===== src/rtl/cds_pkg.sv =====
// ============================================================================
// cds_pkg: shared types and constants of the C-SCAN request scheduler
// Field widths, configuration register indexes, request classes and the
// control structures passed between the scheduler and its scan unit.
// ============================================================================
package cds_pkg;

  localparam int TRACK_W          = 16;
  localparam int DTRACK_W         = 17;
  localparam int SEEK_W           = 18;
  localparam int CFG_DATA_W       = 17;
  localparam int CFG_IDX_W        = 1;
  localparam int MAX_REQUESTS_DEF = 16;

  localparam logic [TRACK_W-1:0]  START_HEAD_RST  = 16'd0;
  localparam logic [DTRACK_W-1:0] DISK_TRACKS_RST = 17'd200;

  // Configuration register indexes.
  typedef enum logic [CFG_IDX_W-1:0] {
    CFG_START_HEAD  = 1'b0,
    CFG_DISK_TRACKS = 1'b1
  } cfg_idx_t;

  // Service class of a request relative to the head; sorts ahead of the value.
  typedef enum logic [1:0] {
    CLS_EQ    = 2'd0,
    CLS_ABOVE = 2'd1,
    CLS_BELOW = 2'd2
  } cls_t;

  typedef struct packed {
    logic start;
    logic clear;
  } scan_ctl_t;

  typedef struct packed {
    logic               done;
    cls_t               cls;
    logic [TRACK_W-1:0] track;
  } scan_rsp_t;

  // Top track from the track count, with the count held to 2..65536.
  function automatic logic [TRACK_W-1:0] top_of(input logic [DTRACK_W-1:0] tracks);
    logic [DTRACK_W-1:0] dec;
    dec = tracks - 1'b1;
    if (tracks < 17'd2) begin
      top_of = 16'd1;
    end else if (tracks[DTRACK_W-1] && (tracks[TRACK_W-1:0] != '0)) begin
      top_of = '1;
    end else begin
      top_of = dec[TRACK_W-1:0];
    end
  endfunction

endpackage


===== src/rtl/cds_req_mem.sv =====
// ============================================================================
// cds_req_mem: request store
// Single write port, single read port, read data registered.
// ============================================================================
module cds_req_mem #(
  parameter int DEPTH  = cds_pkg::MAX_REQUESTS_DEF,
  parameter int ADDR_W = 4
) (
  input  logic                        clk,
  input  logic                        wr_en,
  input  logic [ADDR_W-1:0]           wr_addr,
  input  logic [cds_pkg::TRACK_W-1:0] wr_data,
  input  logic [ADDR_W-1:0]           rd_addr,
  output logic [cds_pkg::TRACK_W-1:0] rd_data
);

  logic [cds_pkg::TRACK_W-1:0] mem [DEPTH];
  logic [cds_pkg::TRACK_W-1:0] rd_data_r;

  always_ff @(posedge clk) begin
    if (wr_en) begin
      mem[wr_addr] <= wr_data;
    end
    rd_data_r <= mem[rd_addr];
  end

  assign rd_data = rd_data_r;

endmodule


===== src/rtl/cds_min_scan.sv =====
// ============================================================================
// cds_min_scan: next-in-order search over the request store
// Each pass reads every stored request and keeps the smallest service key
// that lies above the key returned by the previous pass.
// ============================================================================
module cds_min_scan #(
  parameter int IDX_W        = 4,
  parameter int CNT_W        = 5
) (
  input  logic                        clk,
  input  logic                        rst_n,
  input  cds_pkg::scan_ctl_t          ctl,
  input  logic [CNT_W-1:0]            cnt,
  input  logic [cds_pkg::TRACK_W-1:0] head,
  output logic [IDX_W-1:0]            rd_addr,
  input  logic [cds_pkg::TRACK_W-1:0] rd_data,
  output cds_pkg::scan_rsp_t          rsp
);

  // Key: class, track, store index. The index makes every key unique so that
  // duplicate tracks are each returned once.
  localparam int KEY_W = 2 + cds_pkg::TRACK_W + IDX_W;

  logic             busy_r;
  logic [CNT_W-1:0] addr_r;
  logic             dv_r;
  logic             dlast_r;
  logic [IDX_W-1:0] didx_r;
  logic             best_vld_r;
  logic [KEY_W-1:0] best_key_r;
  logic             last_vld_r;
  logic [KEY_W-1:0] last_key_r;
  logic             done_r;

  logic [CNT_W-1:0] addr_inc;
  cds_pkg::cls_t    cand_cls;
  logic [KEY_W-1:0] cand_key;
  logic             take;

  assign addr_inc = addr_r + 1'b1;
  assign rd_addr  = addr_r[IDX_W-1:0];

  always_comb begin
    priority if (rd_data == head) begin
      cand_cls = cds_pkg::CLS_EQ;
    end else if (rd_data > head) begin
      cand_cls = cds_pkg::CLS_ABOVE;
    end else begin
      cand_cls = cds_pkg::CLS_BELOW;
    end
  end

  assign cand_key = {cand_cls, rd_data, didx_r};
  assign take     = dv_r && (!last_vld_r || (cand_key > last_key_r))
                         && (!best_vld_r || (cand_key < best_key_r));

  always_ff @(posedge clk) begin
    if (!rst_n) begin
      busy_r     <= 1'b0;
      dv_r       <= 1'b0;
      dlast_r    <= 1'b0;
      done_r     <= 1'b0;
      best_vld_r <= 1'b0;
      last_vld_r <= 1'b0;
    end else begin
      dv_r    <= busy_r;
      dlast_r <= busy_r && (addr_inc == cnt);
      didx_r  <= addr_r[IDX_W-1:0];
      done_r  <= dv_r && dlast_r;

      if (ctl.start) begin
        busy_r <= 1'b1;
        addr_r <= '0;
      end else if (busy_r) begin
        addr_r <= addr_inc;
        if (addr_inc == cnt) begin
          busy_r <= 1'b0;
        end
      end

      if (ctl.start) begin
        best_vld_r <= 1'b0;
      end else if (take) begin
        best_vld_r <= 1'b1;
        best_key_r <= cand_key;
      end

      if (ctl.clear) begin
        last_vld_r <= 1'b0;
      end else if (done_r) begin
        last_vld_r <= 1'b1;
        last_key_r <= best_key_r;
      end
    end
  end

  assign rsp.done  = done_r;
  assign rsp.cls   = cds_pkg::cls_t'(best_key_r[KEY_W-1 -: 2]);
  assign rsp.track = best_key_r[IDX_W +: cds_pkg::TRACK_W];

endmodule


===== src/rtl/cscan_disk_request_scheduler.sv =====
// ============================================================================
// cscan_disk_request_scheduler: C-SCAN disk request scheduler
// Collects a batch of track requests and emits their C-SCAN service order
// with the running seek distance.
// ============================================================================
// Requests are loaded one per clock into a request store of MAX_REQUESTS
// entries; tracks beyond the top track are saturated to it, and requests past
// a full store are dropped. The request marked in_batch_end closes the batch
// and starts the schedule: requests equal to the head first, then those above
// the head ascending, the top track, track 0 after the full return jump, and
// then those below the head ascending. Every result transaction carries the
// running seek total, and out_order_end marks the last one. No request is
// taken while a schedule is being emitted. Each request result costs one pass
// over the store through its single read port: a launch, a read of every
// stored request, the registered read data and compare, and the emit. The
// top and zero results need no pass of their own.
// ============================================================================
module cscan_disk_request_scheduler #(
  parameter int MAX_REQUESTS = cds_pkg::MAX_REQUESTS_DEF
) (
  input  logic                           clk,
  input  logic                           rst_n,
  // Request channel.
  input  logic                           in_valid,
  output logic                           in_stall,
  input  logic [cds_pkg::TRACK_W-1:0]    in_request_track,
  input  logic                           in_batch_end,
  // Schedule channel.
  output logic                           out_valid,
  input  logic                           out_stall,
  output logic [cds_pkg::TRACK_W-1:0]    out_service_track,
  output logic [cds_pkg::SEEK_W-1:0]     out_seek_total,
  output logic                           out_order_end,
  // Configuration write port.
  input  logic                           cfg_wr_en,
  input  logic [cds_pkg::CFG_IDX_W-1:0]  cfg_index,
  input  logic [cds_pkg::CFG_DATA_W-1:0] cfg_wdata
);

  localparam int IDX_W = (MAX_REQUESTS > 1) ? $clog2(MAX_REQUESTS) : 1;
  localparam int CNT_W = $clog2(MAX_REQUESTS + 1);
  localparam logic [CNT_W-1:0] CNT_MAX = CNT_W'(MAX_REQUESTS);

  // LOAD takes requests. NEXT launches a search pass or goes to the wrap.
  // SCAN waits for the pass. TOP and ZERO emit the two endpoints, and EMIT
  // emits the request found by the last pass.
  typedef enum logic [2:0] {
    S_LOAD,
    S_NEXT,
    S_SCAN,
    S_TOP,
    S_ZERO,
    S_EMIT
  } state_t;

  state_t                        state_r;
  logic [cds_pkg::TRACK_W-1:0]   start_head_r;
  logic [cds_pkg::DTRACK_W-1:0]  disk_tracks_r;
  logic [CNT_W-1:0]              cnt_r;
  logic [CNT_W-1:0]              k_r;
  logic                          wrapped_r;
  logic [cds_pkg::TRACK_W-1:0]   pos_r;
  logic [cds_pkg::SEEK_W-1:0]    seek_r;
  logic [cds_pkg::TRACK_W-1:0]   cand_r;
  logic                          out_valid_r;
  logic [cds_pkg::TRACK_W-1:0]   out_track_r;
  logic [cds_pkg::SEEK_W-1:0]    out_seek_r;
  logic                          out_end_r;

  logic [cds_pkg::TRACK_W-1:0]   top_trk;
  logic [cds_pkg::TRACK_W-1:0]   head_sat;
  logic [cds_pkg::TRACK_W-1:0]   req_sat;
  logic                          in_acc;
  logic                          out_free;
  logic                          out_load;
  logic [CNT_W-1:0]              k_inc;
  logic                          mem_we;
  logic [IDX_W-1:0]              rd_addr;
  logic [cds_pkg::TRACK_W-1:0]   rd_data;
  cds_pkg::scan_ctl_t            scan_ctl;
  cds_pkg::scan_rsp_t            scan_rsp;
  logic [cds_pkg::TRACK_W-1:0]   emit_track;
  logic [cds_pkg::TRACK_W-1:0]   emit_dist;
  logic [cds_pkg::SEEK_W-1:0]    emit_seek;

  // Geometry follows the configuration; the user must keep both registers stable while busy (not enforced).
  assign top_trk  = cds_pkg::top_of(disk_tracks_r);
  assign head_sat = (start_head_r > top_trk) ? top_trk : start_head_r;
  assign req_sat  = (in_request_track > top_trk) ? top_trk : in_request_track;

  assign in_stall = (state_r != S_LOAD);
  assign in_acc   = in_valid && !in_stall;
  assign out_free = !out_valid_r || !out_stall;
  assign k_inc    = k_r + 1'b1;

  // The emitting states load the output register whenever it is free.
  assign out_load = out_free && ((state_r == S_TOP) || (state_r == S_ZERO)
                                 || (state_r == S_EMIT));

  // Full store: the request is dropped, but its batch end still counts.
  assign mem_we = in_acc && (cnt_r < CNT_MAX);

  assign scan_ctl.start = (state_r == S_NEXT) && (k_r < cnt_r);
  assign scan_ctl.clear = in_acc && in_batch_end;

  cds_req_mem #(
    .DEPTH  (MAX_REQUESTS),
    .ADDR_W (IDX_W)
  ) u_mem (
    .clk     (clk),
    .wr_en   (mem_we),
    .wr_addr (cnt_r[IDX_W-1:0]),
    .wr_data (req_sat),
    .rd_addr (rd_addr),
    .rd_data (rd_data)
  );

  cds_min_scan #(
    .IDX_W        (IDX_W),
    .CNT_W        (CNT_W)
  ) u_scan (
    .clk     (clk),
    .rst_n   (rst_n),
    .ctl     (scan_ctl),
    .cnt     (cnt_r),
    .head    (head_sat),
    .rd_addr (rd_addr),
    .rd_data (rd_data),
    .rsp     (scan_rsp)
  );

  // Track and running seek of the result emitted in the current state. The
  // zero result adds the full return jump; the head already sits at the top.
  always_comb begin
    unique case (state_r)
      S_TOP:   emit_track = top_trk;
      S_ZERO:  emit_track = '0;
      default: emit_track = cand_r;
    endcase
    emit_dist = (emit_track >= pos_r) ? (emit_track - pos_r) : (pos_r - emit_track);
    if (state_r == S_ZERO) begin
      emit_seek = seek_r + cds_pkg::SEEK_W'(top_trk);
    end else begin
      emit_seek = seek_r + cds_pkg::SEEK_W'(emit_dist);
    end
  end

  always_ff @(posedge clk) begin
    if (!rst_n) begin
      state_r       <= S_LOAD;
      cnt_r         <= '0;
      out_valid_r   <= 1'b0;
      start_head_r  <= cds_pkg::START_HEAD_RST;
      disk_tracks_r <= cds_pkg::DISK_TRACKS_RST;
    end else begin
      if (cfg_wr_en) begin
        unique case (cds_pkg::cfg_idx_t'(cfg_index))
          cds_pkg::CFG_START_HEAD:  start_head_r  <= cfg_wdata[cds_pkg::TRACK_W-1:0];
          cds_pkg::CFG_DISK_TRACKS: disk_tracks_r <= cfg_wdata;
        endcase
      end

      // A taken result frees the output register unless a new one refills it.
      if (out_valid_r && !out_stall && !out_load) begin
        out_valid_r <= 1'b0;
      end

      unique case (state_r)
        S_LOAD: begin
          if (in_acc) begin
            if (mem_we) begin
              cnt_r <= cnt_r + 1'b1;
            end
            if (in_batch_end) begin
              state_r   <= S_NEXT;
              k_r       <= '0;
              wrapped_r <= 1'b0;
              pos_r     <= head_sat;
              seek_r    <= '0;
            end
          end
        end
        S_NEXT: begin
          if (k_r < cnt_r) begin
            state_r <= S_SCAN;
          end else begin
            state_r <= S_TOP;
          end
        end
        S_SCAN: begin
          if (scan_rsp.done) begin
            cand_r <= scan_rsp.track;
            // The first request below the head waits until the wrap is out.
            if ((scan_rsp.cls == cds_pkg::CLS_BELOW) && !wrapped_r) begin
              state_r <= S_TOP;
            end else begin
              state_r <= S_EMIT;
            end
          end
        end
        S_TOP: begin
          if (out_free) begin
            out_valid_r <= 1'b1;
            out_track_r <= emit_track;
            out_seek_r  <= emit_seek;
            out_end_r   <= 1'b0;
            pos_r       <= top_trk;
            seek_r      <= emit_seek;
            state_r     <= S_ZERO;
          end
        end
        S_ZERO: begin
          if (out_free) begin
            out_valid_r <= 1'b1;
            out_track_r <= emit_track;
            out_seek_r  <= emit_seek;
            out_end_r   <= (k_r == cnt_r);
            pos_r       <= '0;
            seek_r      <= emit_seek;
            wrapped_r   <= 1'b1;
            if (k_r == cnt_r) begin
              state_r <= S_LOAD;
              cnt_r   <= '0;
            end else begin
              state_r <= S_EMIT;
            end
          end
        end
        S_EMIT: begin
          if (out_free) begin
            out_valid_r <= 1'b1;
            out_track_r <= emit_track;
            out_seek_r  <= emit_seek;
            out_end_r   <= wrapped_r && (k_inc == cnt_r);
            pos_r       <= cand_r;
            seek_r      <= emit_seek;
            k_r         <= k_inc;
            if (wrapped_r && (k_inc == cnt_r)) begin
              state_r <= S_LOAD;
              cnt_r   <= '0;
            end else begin
              state_r <= S_NEXT;
            end
          end
        end
        default: begin
          state_r <= S_LOAD;
        end
      endcase
    end
  end

  assign out_valid         = out_valid_r;
  assign out_service_track = out_track_r;
  assign out_seek_total    = out_seek_r;
  assign out_order_end     = out_end_r;

endmodule


===== config.mk =====
export PLATFORM = sky130hd
export DESIGN_NAME = cscan_disk_request_scheduler
export DESIGN_NICKNAME = d
export VERILOG_FILES = /design/src/rtl/cds_pkg.sv /design/src/rtl/cds_req_mem.sv /design/src/rtl/cds_min_scan.sv /design/src/rtl/cscan_disk_request_scheduler.sv
export SDC_FILE = /design/constraint.sdc
export NUM_CORES = 1
export LEC_CHECK = 0
export BUFFER_PORTS_ARGS = -buffer_cell sky130_fd_sc_hd__buf_4
export CAP_MARGIN = 15
export CORE_MARGIN = 1.5
export CORE_UTILIZATION = 31
export DETAILED_ROUTE_END_ITERATION = 7
export GPL_TIMING_DRIVEN = 0
export PLACE_DENSITY = 0.54
export SLEW_MARGIN = 30
export SYNTH_ARGS = -nofsm -noshare
export SYNTH_HDL_FRONTEND = slang
export SYNTH_SLANG_ARGS = --single-unit

===== constraint.sdc =====
create_clock -name clk -period 20.2 [get_ports clk]
set_input_delay 4.04 -clock clk [delete_from_list [all_inputs] [get_ports clk]]
set_output_delay 4.04 -clock clk [all_outputs]
set_load 0.005 [all_outputs]

# Word level (Yosys, flattened, before mapping)
# Memory sizes are Yosys's and may differ from the RTL's. A register that Yosys moved wholly into a read port is not among the register bits.
# Cells that the tools add are included.
[op_classes]
addsub = 8
order_cmp = 9
eq_ne = 20
mux = 58
bitwise_logic = 4
reduce_logical = 53
[op_table]
columns = ["cell", "count"]
rows = [
  ["$mux 16", 10],
  ["$mux 18", 4],
  ["$pmux 16 s4", 1],
  ["$mux 5", 10],
  ["$gt 16x16->1", 3],
  ["$add 18x16->18", 2],
  ["$pmux 18 s2", 1],
  ["$pmux 16 s2", 1],
  ["$sub 16x16->16", 2],
  ["$mux 3", 8],
  ["$gt 22x22->1", 1],
  ["$lt 22x22->1", 1],
  ["$reduce_and 5->1", 4],
  ["$pmux 3 s6", 1],
  ["$lt 17x2->1 const B", 1],
  ["$eq 16x16->1", 1],
  ["$ge 16x16->1", 1],
  ["$mux 1", 16],
  ["$reduce_bool 16->1", 1],
  ["$sub 16x1->16 const B", 1],
  ["$add 5x1->5 const B", 3],
  ["$eq 5x5->1", 3],
  ["$pmux 5 s3", 1],
  ["$logic_and 1x1->1", 14],
  ["other kinds (25)", 61],
]
[word_totals]
regBits = 192
ram_bits = 256
inputBits = 40
n_memories = 1
[mem_list]
columns = ["name", "words", "word_bits", "rd", "rd_clocked_by_memory_dff", "wr", "line_no", "source"]
rows = [
  ["u_mem.mem", 16, 16, 1, 1, 1, "cds_req_mem.sv:17", "logic [cds_pkg::TRACK_W-1:0] mem [DEPTH];"],
]

# Logic depth before layout (Yosys ltp)
[depth]
ltp_word = 14
ltp_mapped = 34

# Modules after synthesis
# Synthesis repeated with hierarchy kept, for this count alone.
[hier_totals]
hier_cells = 1759
area_unflattened_um2 = 22803.1
[modules_own_cells]
columns = ["mod", "instances", "cells_each", "area_per_inst_um2", "seq_area_each_um2"]
rows = [
  ["cds_req_mem", 1, 432, 10042.1, 8007.7],
  ["cscan_disk_request_scheduler", 1, 998, 9162.5, 3573.4],
  ["cds_min_scan", 1, 329, 3598.5, 1711.6],
]

# Least setup slack after synthesis
# No wires, ideal clock.
[synth_timing]
path_type = "reg2reg"
startpoint = "reg disk_tracks_r[6] (netlist name)"
endpoint = "reg u_scan.best_key_r[0], enable pin"
setup_ns = 0.415
arrival_ns = 7.252
t_required_ns = 19.785
slack_ns = 12.534
stages_incl_launch_ff = 32
cell_sequence = "dfxtp_1 > or4_4 > nor4_4 > nand2b_2 > o41ai_4 > buf_6 > a21oi_1 > inv_1 > ha_1 > a21o_1 > a21oi_1 > o221ai_1 > a221oi_1 > nand2_1 > o31ai_1 > buf_2 > buf_2 > mux2i_1 > ha_1 > a21o_1 > a21oi_1 > a21oi_1 > o31ai_1 > a31oi_1 > ha_1 > nand2_1 > nor3_1 > or3_1 > a211o_1 > o22ai_1 > o21bai_1 > a31oi_1"
[synth_via]
elab_chain_len = 14
word_cells_on_any_way = 19
cone_classes = "add/sub (1); order compare (5); eq/ne (1); mux (5); reduce/logical (7)"
[synth_rtl]
columns = ["element", "line_no", "source"]
rows = [
  ["start: declaration", "cscan_disk_request_scheduler.sv:58", "logic [cds_pkg::DTRACK_W-1:0] disk_tracks_r;"],
  ["start signal: assignment", "cscan_disk_request_scheduler.sv:154", "disk_tracks_r <= cds_pkg::DISK_TRACKS_RST;"],
  ["start signal: assignment", "cscan_disk_request_scheduler.sv:159", "cds_pkg::CFG_DISK_TRACKS: disk_tracks_r <= cfg_wdata;"],
  ["branches (longest 3 deep; another with $sub 16x1->16)", "n/a", ""],
  ["$mux 16 (*)", "cds_pkg.sv:46", "if (tracks < 17'd2) begin"],
  ["$gt 16x16->1", "cscan_disk_request_scheduler.sv:88", "assign head_sat = (start_head_r > top_trk) ? top_trk : start_head_r;"],
  ["$mux 16 (*)", "cscan_disk_request_scheduler.sv:88", ""],
  ["$gt 16x16->1", "cds_min_scan.sv:46", "end else if (rd_data > head) begin"],
  ["$mux 2", "cds_min_scan.sv:46", ""],
  ["$mux 2 (*)", "cds_min_scan.sv:44", "priority if (rd_data == head) begin"],
  ["net u_scan.cand_cls[0]", "cds_min_scan.sv:36", "cds_pkg::cls_t cand_cls;"],
  ["$gt 22x22->1", "cds_min_scan.sv:54", "assign take = dv_r && (!last_vld_r || (cand_key > last_key_r))"],
  ["$logic_or 1x1->1", "cds_min_scan.sv:54", ""],
  ["$logic_and 1x1->1", "cds_min_scan.sv:54", ""],
  ["$logic_and 1x1->1 (*)", "cds_min_scan.sv:55", "&& (!best_vld_r || (cand_key < best_key_r));"],
  ["$reduce_and 3->1 (no source line) (*)", "n/a", ""],
  ["end signal: assignment", "cds_min_scan.sv:85", "best_key_r <= cand_key;"],
  ["end: declaration", "cds_min_scan.sv:30", "logic [KEY_W-1:0] best_key_r;"],
]
# Mark *: on every way through the listed nets, which the timed path passes.
# A chain may end at the register's enable or synchronous reset.

# Worst setup path after layout
[layout_timing]
startpoint = "reg disk_tracks_r[2] (netlist name)"
endpoint = "reg u_scan.best_key_r[8], enable pin"
# The elaborated chain is that of the path after synthesis.

==> results.md <==
- Antenna violations before repair: 1
- Worst reg-to-reg setup slack: 11750 ps
- Synth-to-Final Area Change: 18.1%
- Hold Vio Cnt, Final: 0
- Leading cell type in the layout, fill and taps excluded: edfxtp_1
- Die Span X: 275 um
- Final worst setup slack: 11750 ps
- Clk buf depth: 3
- I/O pins: 77
- Placement Setup Slack: 11860 ps
- Total GRT Usage: 16.7%
- Max-cap violations: 0
- Crit path kind: reg2reg
- Post CTS Setup Buffer Count: 0
- Main synth FF type: edfxtp_1
- Setup crit start kind: flop
- Clk pin slew, worst setup/hold paths: 60 ps
- TritonCTS Buffers: 49
- Post-layout minimum cycle time: 8450 ps
- Pleak: 10.1 nW
- Design Power: 2.36 mW
- Endpoint type of the worst setup path: flop
- CTS H-Tree Depth: 2
- Post-synthesis net count: 1921
- Clock insertion delay at the later pin of the skew report: 620 ps
- Congestion Overflow GR: 0
- Global-route wire length before repair: 94200 um
- CP peak stage delay: 650 ps
- EDFF count, synth: 400
- Detailed Route WL: 62700 um
- CP max FO: 16
- Share of cells above drive strength 1: 17.7%
- Port Buf Inserts: 76
- GPL Wtd Cong: 0.952
- Post-route DRC: 18
- Synth Warn #: 0
- Fin cells: 2885
- Layout net count: 2080
- DPL Wire Length: 47000 um
- Vias: 14800
- Worst Tran Pin Value: 964 ps
- Final setup fails: 0
- Unrepaired setup endpoints after global routing: no
- Synth cell types: 74
- Power Dens Cells: 87.2 nW/um^2
- Core ar.: 73100 sq um
- Total clock sinks: 464
- Reg2reg start: disk_tracks_r[2]$_SDFFE_PN0P_
- Vias in the first global route: 15300
- Initial DRT Pass Iterations: 8
- Starting density of the core: 31.3%
- Largest net degree at the start of global routing: 24
- Filler cells: 6996
- Drt wl/cell: 21.7 um
- HP Class: reg2reg
- Violations in the final reports: DRC
- Resize count post-CTS: 0
- CTS tree: built
- Drt initial violations: 1217
- Hold Path Origin: u_scan.best_key_r[2]$_DFFE_PP_
- Post-synth ARST share: 0%
- Commonest non-fill, non-tap cells in the layout: edfxtp_1, ha_1, nand2_1
- CTS root buf: clkbuf_16
- Arr. time, crit path: 8740 ps
- Vias/cell: 5.14
- Crit. Startpoint: disk_tracks_r[2]$_SDFFE_PN0P_
- Instance area after placement: 25400 sq um
- Status: finished with violations
- DIE AREA: 75500 sq um
- Clk_skew: 30.4 ps
- Syn Inst Count: 1729
- Cts hold-fix bufs: 0
- Flops & latches, synth: 464
- Post-Synthesis Cell Area: 22900 sq um
- Post-route ant nets: 0
- Setup TNS: 0 ps
- Final design area excluding fillers: 27000 sq um
- Core Rows: 99
- Fmax: 118 MHz
- Syn avg cell area: 13.2 sq um
- Rel. slew slack: 35.8%
- Critical Path RT: 20500 ps
- Final period utilization: 41.8%
- ANT cells: 0
- Post-synthesis sequential area ratio: 58.0%
- # placed instances: 2796
- Peak VDD IR: 56.2 uV
- Chip height: 275 um
- Fin. max-slew vios: 0
- Slowest-stage cell, CP: nor4_1
kinds of logic after synthesis:
group,share of synthesized area [%]
xor gates and xnor gates,2.20
adders and majority gates,8.40
DFF,58.0
AOI/OAI and AO/OA,9.78
and+or+nand+nor,9.07
buffers and inverters,3.32
muxes,9.18
layout make-up:
| class | instances | area, sq um | area share (%) |
|---|---|---|---|
| Timing Repair Buffer | 108 | 1130 | 4.17 |
| Inverter | 118 | 443 | 1.64 |
| Clock inverter | 28 | 278 | 1.03 |
| Sequential cell | 464 | 13300 | 49.2 |
| Clock buffer | 61 | 1330 | 4.93 |
| Tap cell | 959 | 1200 | 4.44 |
| Buffer | 75 | 325 | 1.20 |
| Multi-Input combinational cell | 1072 | 9040 | 33.4 |
layer usage:
| layer | GRT usage (%) | share of wire, % |
|---|---|---|
| met5 | 0 | 0 |
| met4 | 4.69 | 2.1 |
| met3 | 2.68 | 5.4 |
| met2 | 28.7 | 49 |
| met1 | 21.8 | 43 |
through the flow:
step,utilization (%),hold WS (ps)
final,37.0,457
after global routing,37.0,470
after CTS,37.0,452
after detailed placement,34.8,443
after global placement,33.8,430
after floorplan,-,424
synthesized netlist by cell type (14+ instances only):
library cell / number / area (sq um)
inv_1: 117 / 439
ha_1: 149 / 1860
nand4_1: 17 / 106
a22oi_1: 17 / 128
a21oi_1: 94 / 470
a221o_1: 17 / 170
dfxtp_1: 64 / 1280
nand2_1: 141 / 529
edfxtp_1: 400 / 12000
nand3_1: 32 / 160
a21o_1: 52 / 390
mux4_2: 80 / 1800
nor2_1: 89 / 334
a21boi_0: 14 / 105
o21ai_0: 59 / 295
clkbuf_1: 57 / 214
mux2i_1: 23 / 230
nor3_1: 20 / 100
nor2b_1: 35 / 219
xnor2_1: 30 / 263
xor2_1: 25 / 219
and3_1: 26 / 163
path summary, 6_finish.rpt:
path / end / cells after the start
worst max-delay path: u_scan.best_key_r[8]$_DFFE_PP_ / 32
worst min-delay path: u_scan.last_key_r[2]$_DFFE_PP_ / 0
worst max register to register: u_scan.best_key_r[8]$_DFFE_PP_ / 32
worst min register to register: u_scan.last_key_r[2]$_DFFE_PP_ / 0
power breakdown:
part           internal (mW)  switching (mW)  total [mW]
Combinational          0.133           0.218       0.350
Sequential              1.09          0.0169        1.11
Clock                  0.511           0.388       0.899
state kept, by name, indices dropped and copies added (netlist names), 17 cells and up:
register and count:
seek_r 18, u_mem.mem 256, out_seek_total 18, u_scan.best_key_r 22, u_scan.last_key_r 22, disk_tracks_r 17
worst max-delay path, delay by kind of cell, from the launching register on:
family	cells	cell delay, ps
flip-flops	1	380
multiplexers	1	250
adder cells (fa/ha/maj)	3	1010
XOR/XNOR	1	240
AND/OR/NAND/NOR	11	2630
AO/OA/AOI/OAI	12	2360
buffers and inverters	4	1260
(Power assumes the default switching activity.)
